[src/sv/btrd_pkg.sv]
// Shared types, widths and constants for the binary to radix digit converter.
`timescale 1ns / 1ps

package btrd_pkg;

    // Input value width and digit stack depth (base 2 gives one digit per bit).
    localparam int VALUE_BITS = 31;
    localparam int DEPTH      = VALUE_BITS;
    localparam int CNT_W      = $clog2(DEPTH + 1);

    // Divider retires STEP_BITS quotient bits per cycle.
    localparam int STEP_BITS  = 8;
    localparam int CHUNKS     = (VALUE_BITS + STEP_BITS - 1) / STEP_BITS;
    localparam int DIV_W      = CHUNKS * STEP_BITS;
    localparam int CHUNK_CW   = (CHUNKS > 1) ? $clog2(CHUNKS) : 1;

    localparam int BASE_W     = 5;
    localparam int DIGIT_W    = 4;

    localparam logic [BASE_W-1:0] BASE_RESET = BASE_W'(10);
    localparam logic [BASE_W-1:0] BASE_MIN   = BASE_W'(2);
    localparam logic [BASE_W-1:0] BASE_MAX   = BASE_W'(16);

    // Configuration port
    localparam int PDATA_W = 32;
    localparam int PADDR_W = 3;
    localparam int PIDX_W  = PADDR_W - 2;
    localparam logic [PIDX_W-1:0] REG_BASE = PIDX_W'(0);

    typedef logic [VALUE_BITS-1:0] t_value;
    typedef logic [DIGIT_W-1:0]    t_digit;
    typedef logic [BASE_W-1:0]     t_base;

    // Controller to datapath
    typedef struct packed {
        logic load;
        logic step;
        logic push;
        logic pop;
    } t_cmd;

    // Datapath to controller
    typedef struct packed {
        logic last_chunk;
        logic quo_zero;
        logic one_left;
    } t_stat;

endpackage

[src/sv/btrd_in_if.sv]
// Request channel carrying one binary value.
`timescale 1ns / 1ps

interface btrd_in_if;
    import btrd_pkg::*;

    logic   valid;
    logic   ready;
    t_value value;

    modport source (output valid, output value, input ready);
    modport sink   (input valid, input value, output ready);
endinterface

[src/sv/btrd_out_if.sv]
// Result channel carrying one digit and its last flag.
`timescale 1ns / 1ps

interface btrd_out_if;
    import btrd_pkg::*;

    logic   valid;
    logic   ready;
    t_digit digit;
    logic   last;

    modport source (output valid, output digit, output last, input ready);
    modport sink   (input valid, input digit, input last, output ready);
endinterface

[src/sv/btrd_ctrl.sv]
// Controller state machine: load, divide, push digits, then pop them out.
`timescale 1ns / 1ps

module btrd_ctrl (
    input  logic             i_clk,
    input  logic             i_rst_n,
    input  logic             i_in_valid,
    output logic             o_in_ready,
    output logic             o_out_valid,
    input  logic             i_out_ready,
    input  btrd_pkg::t_stat  i_stat,
    output btrd_pkg::t_cmd   o_cmd
);
    import btrd_pkg::*;

    typedef enum logic [1:0] {
        S_IDLE,
        S_DIV,
        S_PUSH,
        S_EMIT
    } t_state;

    t_state r_state;
    logic   r_ready;
    logic   r_ovalid;

    assign o_in_ready  = r_ready;
    assign o_out_valid = r_ovalid;

    always_comb begin
        o_cmd      = '0;
        o_cmd.load = (r_state == S_IDLE) && i_in_valid && r_ready;
        o_cmd.step = (r_state == S_DIV);
        o_cmd.push = (r_state == S_PUSH);
        o_cmd.pop  = (r_state == S_EMIT) && r_ovalid && i_out_ready;
    end

    always_ff @(posedge i_clk) begin
        if (!i_rst_n) begin
            r_state  <= S_IDLE;
            r_ready  <= 1'b1;
            r_ovalid <= 1'b0;
        end else begin
            case (r_state)
                S_IDLE: begin
                    if (i_in_valid && r_ready) begin
                        r_ready <= 1'b0;
                        r_state <= S_DIV;
                    end
                end
                S_DIV: begin
                    if (i_stat.last_chunk) begin
                        r_state <= S_PUSH;
                    end
                end
                S_PUSH: begin
                    // quotient zero: all digits are stacked
                    if (i_stat.quo_zero) begin
                        r_ovalid <= 1'b1;
                        r_state  <= S_EMIT;
                    end else begin
                        r_state <= S_DIV;
                    end
                end
                S_EMIT: begin
                    if (i_out_ready && i_stat.one_left) begin
                        r_ovalid <= 1'b0;
                        r_ready  <= 1'b1;
                        r_state  <= S_IDLE;
                    end
                end
                default: begin
                    r_state  <= S_IDLE;
                    r_ready  <= 1'b1;
                    r_ovalid <= 1'b0;
                end
            endcase
        end
    end

endmodule

[src/sv/btrd_dp.sv]
// Datapath: multi-bit-per-cycle divider by the base and a digit stack.
`timescale 1ns / 1ps

module btrd_dp (
    input  logic              i_clk,
    input  logic              i_rst_n,
    input  btrd_pkg::t_cmd    i_cmd,
    input  btrd_pkg::t_value  i_value,
    input  btrd_pkg::t_base   i_base,
    output btrd_pkg::t_stat   o_stat,
    output btrd_pkg::t_digit  o_digit,
    output logic              o_last
);
    import btrd_pkg::*;

    logic [DIV_W-1:0]    r_div;
    logic [DIV_W-1:0]    n_div;
    t_digit              r_rem;
    t_digit              n_rem;
    logic [CHUNK_CW-1:0] r_chunk;
    t_digit              r_stack [DEPTH];
    logic [CNT_W-1:0]    r_cnt;

    // Restoring division of the top chunk, remainder carried from r_rem.
    always_comb begin
        logic [BASE_W-1:0]    rem;
        logic [STEP_BITS-1:0] bits;
        logic [STEP_BITS-1:0] q;
        rem  = BASE_W'(r_rem);
        bits = r_div[DIV_W-1 -: STEP_BITS];
        q    = '0;
        for (int i = STEP_BITS - 1; i >= 0; i--) begin
            rem = {rem[BASE_W-2:0], bits[i]};
            if (rem >= i_base) begin
                rem  = rem - i_base;
                q[i] = 1'b1;
            end
        end
        n_rem = rem[DIGIT_W-1:0];
        n_div = (r_div << STEP_BITS) | DIV_W'(q);
    end

    always_ff @(posedge i_clk) begin
        if (i_cmd.load) begin
            r_div <= DIV_W'(i_value);
            r_rem <= '0;
        end else if (i_cmd.step) begin
            r_div <= n_div;
            r_rem <= n_rem;
        end else if (i_cmd.push) begin
            r_rem <= '0;
        end
    end

    always_ff @(posedge i_clk) begin
        if (!i_rst_n) begin
            r_chunk <= '0;
        end else if (i_cmd.load || i_cmd.push) begin
            r_chunk <= '0;
        end else if (i_cmd.step) begin
            r_chunk <= r_chunk + CHUNK_CW'(1);
        end
    end

    // Stack: push least significant first, pop from the top gives MSD first.
    always_ff @(posedge i_clk) begin
        if (i_cmd.push) begin
            r_stack[0] <= r_rem;
            for (int i = 1; i < DEPTH; i++) begin
                r_stack[i] <= r_stack[i-1];
            end
        end else if (i_cmd.pop) begin
            for (int i = 0; i < DEPTH - 1; i++) begin
                r_stack[i] <= r_stack[i+1];
            end
        end
    end

    always_ff @(posedge i_clk) begin
        if (!i_rst_n) begin
            r_cnt <= '0;
        end else if (i_cmd.push) begin
            r_cnt <= r_cnt + CNT_W'(1);
        end else if (i_cmd.pop) begin
            r_cnt <= r_cnt - CNT_W'(1);
        end
    end

    always_comb begin
        o_stat            = '0;
        o_stat.last_chunk = (r_chunk == CHUNK_CW'(CHUNKS - 1));
        o_stat.quo_zero   = (r_div == '0);
        o_stat.one_left   = (r_cnt == CNT_W'(1));
    end

    assign o_digit = r_stack[0];
    assign o_last  = o_stat.one_left;

endmodule

[src/sv/binary_to_radix_digits.sv]
// Top level: binary value to base-N digits, most significant digit first.
//
//   channel  | direction | payload          | handshake
//   ---------+-----------+------------------+----------------------------
//   i_in     | sink      | value[30:0]      | valid / ready
//   o_out    | source    | digit[3:0], last | valid / ready
//   apb      | slave     | base at addr 0   | psel, penable, pwrite
//
// One request at a time. For each digit the shared divider works through
// CHUNKS = ceil(VALUE_BITS / 8) = 4 chunks, retiring 8 quotient bits per
// cycle, then pushes the remainder as a digit; the stacked digits then go out.
// Synchronous active-low reset; base resets to 10.
// A stalled output holds its digit; no new request is taken until the last
// digit has gone out.
`timescale 1ns / 1ps

module binary_to_radix_digits (
    input  logic                           i_clk,
    input  logic                           i_rst_n,
    btrd_in_if.sink                        i_in,
    btrd_out_if.source                     o_out,
    input  logic                           psel,
    input  logic                           penable,
    input  logic                           pwrite,
    input  logic [btrd_pkg::PADDR_W-1:0]   paddr,
    input  logic [btrd_pkg::PDATA_W-1:0]   pwdata,
    output logic [btrd_pkg::PDATA_W-1:0]   prdata,
    output logic                           pready
);
    import btrd_pkg::*;

    t_base r_base;
    t_base eff_base;
    t_cmd  cmd;
    t_stat stat;
    logic  reg_hit;

    assign pready  = 1'b1;
    assign reg_hit = (paddr[PADDR_W-1:2] == REG_BASE);

    always_ff @(posedge i_clk) begin
        if (!i_rst_n) begin
            r_base <= BASE_RESET;
        end else if (psel && penable && pwrite && pready && reg_hit) begin
            r_base <= pwdata[BASE_W-1:0];
        end
    end

    assign prdata = reg_hit ? PDATA_W'(r_base) : '0;

    // Saturate the base into 2..16
    always_comb begin
        if (r_base < BASE_MIN) begin
            eff_base = BASE_MIN;
        end else if (r_base > BASE_MAX) begin
            eff_base = BASE_MAX;
        end else begin
            eff_base = r_base;
        end
    end

    btrd_ctrl u_ctrl (
        .i_clk       (i_clk),
        .i_rst_n     (i_rst_n),
        .i_in_valid  (i_in.valid),
        .o_in_ready  (i_in.ready),
        .o_out_valid (o_out.valid),
        .i_out_ready (o_out.ready),
        .i_stat      (stat),
        .o_cmd       (cmd)
    );

    btrd_dp u_dp (
        .i_clk   (i_clk),
        .i_rst_n (i_rst_n),
        .i_cmd   (cmd),
        .i_value (i_in.value),
        .i_base  (eff_base),
        .o_stat  (stat),
        .o_digit (o_out.digit),
        .o_last  (o_out.last)
    );

endmodule

[src/flat_wrapper.sv]
// flat-port wrapper written by rule: the top's interface ports become plain ports
module binary_to_radix_digits_flat import btrd_pkg::*;
  (i_clk, i_rst_n, psel, penable, pwrite, paddr, pwdata, prdata, pready, i_in_valid, i_in_value, i_in_ready, o_out_valid, o_out_digit, o_out_last, o_out_ready);
  btrd_in_if i_in_i ();
  btrd_out_if o_out_i ();
  input  logic i_clk;
  input  logic i_rst_n;
  input  logic psel;
  input  logic penable;
  input  logic pwrite;
  input  logic [btrd_pkg::PADDR_W-1:0] paddr;
  input  logic [btrd_pkg::PDATA_W-1:0] pwdata;
  output logic [btrd_pkg::PDATA_W-1:0] prdata;
  output logic pready;
  input wire logic [$bits(i_in_i.valid)-1:0] i_in_valid;
  input wire logic [$bits(i_in_i.value)-1:0] i_in_value;
  output wire logic [$bits(i_in_i.ready)-1:0] i_in_ready;
  output wire logic [$bits(o_out_i.valid)-1:0] o_out_valid;
  output wire logic [$bits(o_out_i.digit)-1:0] o_out_digit;
  output wire logic [$bits(o_out_i.last)-1:0] o_out_last;
  input wire logic [$bits(o_out_i.ready)-1:0] o_out_ready;
  assign i_in_i.valid = i_in_valid;
  assign i_in_i.value = i_in_value;
  assign i_in_ready = i_in_i.ready;
  assign o_out_valid = o_out_i.valid;
  assign o_out_digit = o_out_i.digit;
  assign o_out_last = o_out_i.last;
  assign o_out_i.ready = o_out_ready;
  binary_to_radix_digits u_core (.i_clk(i_clk), .i_rst_n(i_rst_n), .i_in(i_in_i), .o_out(o_out_i), .psel(psel), .penable(penable), .pwrite(pwrite), .paddr(paddr), .pwdata(pwdata), .prdata(prdata), .pready(pready));
endmodule
[config.mk]
export PLATFORM = sky130hd
export DESIGN_NAME = binary_to_radix_digits_flat
export DESIGN_NICKNAME = d
export VERILOG_FILES = /design/src/sv/btrd_pkg.sv /design/src/sv/btrd_in_if.sv /design/src/sv/btrd_out_if.sv /design/src/sv/btrd_ctrl.sv /design/src/sv/btrd_dp.sv /design/src/sv/binary_to_radix_digits.sv /design/src/flat_wrapper.sv
export SDC_FILE = /design/constraint.sdc
export NUM_CORES = 1
export LEC_CHECK = 0
export ABC_AREA = 1
export ABC_CLOCK_PERIOD_IN_PS = 12200
export BUFFER_PORTS_ARGS = -buffer_cell sky130_fd_sc_hd__buf_2
export CELL_PAD_IN_SITES_DETAIL_PLACEMENT = 0
export CELL_PAD_IN_SITES_GLOBAL_PLACEMENT = 2
export CORE_MARGIN = 4
export CORE_UTILIZATION = 36
export DETAILED_ROUTE_END_ITERATION = 8
export PLACE_DENSITY_LB_ADDON = 0.1
export SLEW_MARGIN = 10
export SYNTH_ARGS = -nofsm -noshare
export SYNTH_HDL_FRONTEND = slang
export SYNTH_HIERARCHICAL = 1
export SYNTH_SLANG_ARGS = --single-unit
[constraint.sdc]
create_clock -name i_clk -period 12.2 [get_ports i_clk]
set_input_delay 0 -clock i_clk [delete_from_list [all_inputs] [get_ports i_clk]]
set_output_delay 0 -clock i_clk [all_outputs]
set_load 0.01 [all_outputs]
# Word-level counts from Yosys, hierarchy flattened
# Memory sizes are Yosys's and may differ from the RTL's.
# Index checks and enable logic that the tools add are counted.
# op_classes
addsub	11
n_lt_le_gt_ge	10
eq_ne	9
n_mux	71
bitwise_logic	33
n_reduce_logical	21
# op_table
operator	count
2-to-1 mux 4 bit	40
2-to-1 mux 31 bit	2
>= comparator 5 bit	8
zero test 32 bit	1
OR 32 x 8 -> 32 bit	1
subtractor 4 bit	8
OR 1 bit	30
2-to-1 mux 5 bit	5
2-to-1 mux 1 bit	17
nonzero test 2 bit	5
logical AND 1 bit	9
AND reduction 3 bit	3
2-to-1 mux 2 bit	4
case mux 2 bit (4 select lines)	1
== test 2 bit, second input constant	3
!= test 2 x 1 -> 1 bit, second input constant	3
adder 5 x 1 -> 5 bit, second input constant	1
== test 5 x 1 -> 1 bit, second input constant	1
greater-than comparator 5 bit, second input constant	1
< comparator 5 x 2 -> 1 bit, second input constant	1
subtractor 5 x 1 -> 5 bit, second input constant	1
case mux 1 bit (2 select lines)	2
adder 2 x 1 -> 2 bit, second input constant	1
== test 2 x 1 -> 1 bit, second input constant	1
other kinds (5)	6
# word_totals
ff_bits	52
mem_bits_rw	124
in_bits	73
output_inout_bits	40
word_cells	165
n_memories	1
# memory_table
memory	words	word_bits	rd	rd_ports_with_merged_regs	write_ports	line	rtl
u_core.u_dp.r_stack	31	4	31	0	31	btrd_dp.sv:21	t_digit r_stack [DEPTH];

# Depth between registers and ports, before layout
# logic_depth
depth_word	22
mapped_depth	75

# Cells and area by module
# The synthesis kept the hierarchy.
# by_module_without_submodules
module	n_inst	cells_per_inst	area_per_inst_um2	seq_area_each_um2
btrd_dp	1	965	8957.3	4894.7
binary_to_radix_digits	1	84	533.0	100.1
btrd_ctrl	1	35	215.2	80.1

# Worst setup path after synthesis
# Ideal clock, no wire load.
# synth_path
path_type	flip-flop to flip-flop
start	register u_core.r_base[2]
end	register u_core.u_dp.r_div[0], data pin
setup_time_ns	0.267
t_arrival_ns	9.230
t_required_ns	11.933
setup_slack_ns	2.703
stages_incl_launch_ff	66
period_less_slack_ns	9.497
path_cell_list	dfxtp_1 > o21ai_0 > nand2_1 > inv_1 > inv_1 > ha_1 > a21o_1 > a21boi_4 > nand3_4 > nand2_1 > o21ai_2 > ha_1 > a21o_1 > a21boi_2 > nand3_1 > inv_2 > or2_1 > nand2_1 > [... 30 more ...] > nand2_1 > inv_1 > ha_1 > a21o_1 > a21boi_0 > nand3b_1 > o21ai_0 > ha_1 > nand2_1 > inv_1 > nand2_1 > nand2_1 > nand2_1 > nand2_1 > nand2_1 > nand2_2 > inv_1 > o21ai_0
# synth_between
elab_chain_cells	22
# synth_lines
item	line	rtl
from (decl)	binary_to_radix_digits.sv:32	t_base r_base;
from (signal assigned)	binary_to_radix_digits.sv:45	r_base <= pwdata[BASE_W-1:0];
greater-than comparator 5 bit	binary_to_radix_digits.sv:55	end else if (r_base > BASE_MAX) begin
2-to-1 mux 5 bit	binary_to_radix_digits.sv:55	
2-to-1 mux 5 bit *	binary_to_radix_digits.sv:53	if (r_base < BASE_MIN) begin
via u_core.eff_base[1]	binary_to_radix_digits.sv:33	t_base eff_base;
subtractor 4 bit or >= comparator 5 bit (tied branches)	btrd_dp.sv:35, btrd_dp.sv:34	
2-to-1 mux 4 bit	btrd_dp.sv:34	if (rem >= i_base) begin
subtractor 4 bit or >= comparator 5 bit (tied branches)	btrd_dp.sv:35, btrd_dp.sv:34	
2-to-1 mux 4 bit	btrd_dp.sv:34	
[... 7 more ...]	--	
2-to-1 mux 4 bit	btrd_dp.sv:34	
subtractor 4 bit or >= comparator 5 bit (tied branches)	btrd_dp.sv:35, btrd_dp.sv:34	
2-to-1 mux 4 bit	btrd_dp.sv:34	
>= comparator 5 bit *	btrd_dp.sv:34	
2-to-1 mux 1 bit *	btrd_dp.sv:34	
OR 32 x 8 -> 32 bit *	btrd_dp.sv:40	n_div = (r_div << STEP_BITS) | DIV_W'(q);
2-to-1 mux 31 bit *	btrd_dp.sv:47	end else if (i_cmd.step) begin
2-to-1 mux 31 bit *	btrd_dp.sv:44	if (i_cmd.load) begin
to (signal assigned)	btrd_dp.sv:45	r_div <= DIV_W'(i_value);
to (signal assigned)	btrd_dp.sv:48	r_div <= n_div;
to (decl)	btrd_dp.sv:16	logic [DIV_W-1:0] r_div;
# The timed path passes the listed nets; every way through them passes the cells marked *. The select of a mux whose other input is x is not followed.
# A chain may end at the register's enable or synchronous reset.

# Final worst setup path
# layout_path
start	register u_core.r_base[1]
end	register u_core.u_dp.r_rem[2]
# layout_between
elab_chain_cells	20
# layout_lines
item	line	rtl
greater-than comparator 5 bit	binary_to_radix_digits.sv:55	
2-to-1 mux 5 bit	binary_to_radix_digits.sv:55	
2-to-1 mux 5 bit *	binary_to_radix_digits.sv:53	
via u_core.eff_base[2]	binary_to_radix_digits.sv:33	
subtractor 4 bit or >= comparator 5 bit (tied branches)	btrd_dp.sv:35, btrd_dp.sv:34	
2-to-1 mux 4 bit	btrd_dp.sv:34	
subtractor 4 bit or >= comparator 5 bit (tied branches)	btrd_dp.sv:35, btrd_dp.sv:34	
2-to-1 mux 4 bit	btrd_dp.sv:34	
[... 5 more ...]	--	
2-to-1 mux 4 bit	btrd_dp.sv:34	
subtractor 4 bit or >= comparator 5 bit (tied branches)	btrd_dp.sv:35, btrd_dp.sv:34	
2-to-1 mux 4 bit	btrd_dp.sv:34	
>= comparator 5 bit or subtractor 4 bit (tied branches)	btrd_dp.sv:34, btrd_dp.sv:35	
2-to-1 mux 4 bit	btrd_dp.sv:34	
subtractor 4 bit or >= comparator 5 bit (tied branches)	btrd_dp.sv:35, btrd_dp.sv:34	
2-to-1 mux 4 bit *	btrd_dp.sv:34	
2-to-1 mux 4 bit *	btrd_dp.sv:47	
to (signal assigned)	btrd_dp.sv:49	r_rem <= n_rem;
to (decl)	btrd_dp.sv:18	t_digit r_rem;
# The timed path passes the listed nets; every way through them passes the cells marked *.

==> impl_metrics.env <==
export IMPL_status="finished clean"
export IMPL_max_stage_delay_ns=0.44
export IMPL_grt_pass1_vias=6887
export IMPL_final_common_cell="nand2_1"
export IMPL_io_pins=113
export IMPL_worstPathMaxFanout=8
export IMPL_viasPerCell=4.70
export IMPL_area_growth_pct=16.7
export IMPL_gp_congestion=0.777
export IMPL_synth_seq_cells=176
export IMPL_ff2ff_setup_slack_ns=1.31
export IMPL_synth_xor_area_share_pct=1.53
export IMPL_crit_type="flip-flop to flip-flop"
export IMPL_routed_wl_um=20800
export IMPL_coreArea_mm2=0.0263
export IMPL_fin_util_pct=43.1
export IMPL_grt_first_pass_wirelength_um=33800
export IMPL_synth_compound_area_share_pct=9.44
export IMPL_setup_viol=0
export IMPL_start_util_pct=36.9
export IMPL_drv_cap=0
export IMPL_fin_hold_ws_ns=0.0872
export IMPL_hold_path_class="primary input to flip-flop"
export IMPL_yosysUniqueCellTypes=44
export IMPL_regArea_mm2=0.00507
export IMPL_vias=7161
export IMPL_yosysWarnings=6
export IMPL_final_antenna_net_count=0
export IMPL_cts_resized_gates=0
export IMPL_synth_top_family_by_area="simple AND/OR/NAND/NOR gates"
export IMPL_die_area_mm2=0.0297
export IMPL_drv_slew=0
export IMPL_synth_area_leader_cell="edfxtp_1"
export IMPL_synth_top_area_share_pct=48.0
export IMPL_fin_crit_sh_pct=89.2
export IMPL_crit_slowest_cell="ha_1"
export IMPL_reg2reg_depth=67
export IMPL_ys_flop_type="edfxtp_1"
export IMPL_drtIter0Drc=376
export IMPL_grt_use_total_pct=14.2
export IMPL_post_cts_buffers=0
export IMPL_synth_simple_gate_area_share_pct=20.1
export IMPL_cts_sinks=176
export IMPL_cp_end_kind="flip-flop"
export IMPL_antenna_found_initial=0
export IMPL_worstPathRequired_ns=12.49
export IMPL_min_to="u_core/u_ctrl/r_state[0]$_SDFFE_PN0P_"
export IMPL_synth_cells=1084
export IMPL_hp_start="i_in_valid"
export IMPL_async_flop_share_pct=0
export IMPL_finalHoldViolCount=0
export IMPL_cts_path_max_buffers=2
export IMPL_tns_ns=0
export IMPL_grt_max_degree=76
export IMPL_fillers=2647
export IMPL_wl_per_cell_um=13.7
export IMPL_worst_slew_pin_slew_ns=1.07
export IMPL_worstSetupStartpointType="flip-flop"
export IMPL_synth_enable_flop_cells=155
export IMPL_dp_hpwl_um=13900
export IMPL_route_detailed_drc=0
export IMPL_final_cell_mix="nand2_1, edfxtp_1, inv_1"
export IMPL_critPathArrivalTime_ns=11.17
export IMPL_slew_limit_headroom_pct=28.4
export IMPL_synth_adder_area_share_pct=7.32
export IMPL_worstHoldPathCells=5
export IMPL_grt_setup_unrepaired="no"
export IMPL_path_clk_slew_ns=0.08
export IMPL_die_w_um=172
export IMPL_cts_tree="built"
export IMPL_nNetsFinal=1302
export IMPL_grt_overflow=0
export IMPL_multi_input_area_mm2=0.00385
export IMPL_regToRegStartpoint="u_core/r_base[1]$_SDFFE_PN1P_"
export IMPL_timing_fmax_mhz=91.8
export IMPL_antennaDiodeCount=0
export IMPL_final_layout_size_suffix_gt1_share_pct=10.6
export IMPL_path_common_cell="nand2_1"
export IMPL_synth_top_cells_by_area="edfxtp_1, nand2_1, o21ai_0"
export IMPL_drt_pre_antenna_iters=4
export IMPL_portBuffers=55
export IMPL_htree_levels=4
export IMPL_clock_latency_ns=0.43
export IMPL_fin_crit_ns=10.89
export IMPL_syn_area_mm2=0.00971
export IMPL_syn_area_per_cell_um2=8.95
export IMPL_synth_mux_area_share_pct=0
export IMPL_reg2reg_to="u_core/u_dp/r_rem[2]$_SDFFE_PP0P_"
export IMPL_seq_area_frac_synth_pct=52.3
export IMPL_row_count=59
export IMPL_dieHeight_um=172
export IMPL_finClkSkew_ns=0.0155
export IMPL_cts_root_buf="clkbuf_16"
export IMPL_numCtsBuffers=17
kinds of logic after synthesis:
family,count (synthesis)
AO/OA/AOI/OAI,167
XOR/XNOR,17
adder cells (fa/ha/maj),52
buffers and inverters,202
flip-flops,176
other,2
AND/OR/NAND/NOR,468
worst max-delay path, delay by kind of cell (launching register included):
family | cells | cell delay, ns
AOI/OAI and AO/OA | 11 | 1.59
adders and majority gates | 8 | 2.76
buffers and inverters | 9 | 1.04
DFF | 1 | 0.33
and+or+nand+nor | 39 | 5.02
Yosys cell counts, types with 5 or more instances:
cell type and number:
ha_1 44, inv_2 6, o21ai_0 116, clkbuf_1 25, edfxtp_1 155, a31oi_1 7, nand3_1 34, fa_1 8
xor2_1 5, nand2_1 346, nor2_1 39, buf_2 8, a21o_1 6, nor4_1 8, inv_1 127, nand4_1 18
dfxtp_1 21, a21oi_1 25, buf_4 34, xnor2_1 12
stage by stage:
stage                     area [µm²]  cells  setup slack, ns
after global routing           11300   1525            0.223
after CTS                      11300   1525             1.10
final                          11300   1525             1.31
after detailed placement       10200   1442             1.13
after global placement         10200   1442             1.07
after floorplan                 9800   1110             2.70
final cells by class:
class                      count  area share [%]
clock buffer                  18            3.79
clock inverter                14            1.65
inverter                     135            4.51
multi-input combinational    732            34.0
sequential                   176            44.8
tap                          335            3.70
timing repair buffer         115            7.54
per-layer routing:
metal / wire, µm / GRT usage, %
met4: 336 / 3.83
met1: 9760 / 18.2
met3: 522 / 2.83
met2: 10200 / 24.5
met5: 0 / 0
what timing repair did:
item	CTS	global route
hold buffers	51	0
endpoints found under the hold margin	45	0
endpoints found under the setup margin	0	0
how the worst max path moves through the flow:
stage / startpoint / to / slack, ns / cells past startpoint
final: u_core/r_base[1]$_SDFFE_PN1P_ / u_core/u_dp/r_rem[2]$_SDFFE_PP0P_ / 1.31 / 67
after global routing: u_core/r_base[1]$_SDFFE_PN1P_ / u_core/u_dp/r_rem[3]$_SDFFE_PP0P_ / 0.22 / 67
after CTS: u_core/r_base[1]$_SDFFE_PN1P_ / u_core/u_dp/r_rem[2]$_SDFFE_PP0P_ / 1.10 / 67
after global placement: u_core/r_base[1]$_SDFFE_PN1P_ / u_core/u_dp/r_rem[1]$_SDFFE_PP0P_ / 1.07 / 67
after floorplan: u_core/r_base[2]$_SDFFE_PN0P_ / u_core/u_dp/r_div[0]$_DFFE_PP_ / 2.70 / 65
after detailed placement: u_core/r_base[1]$_SDFFE_PN1P_ / u_core/u_dp/r_rem[1]$_SDFFE_PP0P_ / 1.13 / 67
registers in the layout, indices dropped and copies added, names as in the netlist:
register	count
u_core/r_base	5
u_core/u_ctrl/o_in_ready	1
u_core/u_ctrl/o_out_valid	1
u_core/u_ctrl/r_state	2
u_core/u_dp/r_chunk	2
u_core/u_dp/r_cnt	5
u_core/u_dp/r_div	32
u_core/u_dp/r_rem	4
u_core/u_dp/r_stack	124
Power is left out: the tool's default activity adds up to more than one toggle a clock period on the data nets, which glitch-free logic cannot reach.
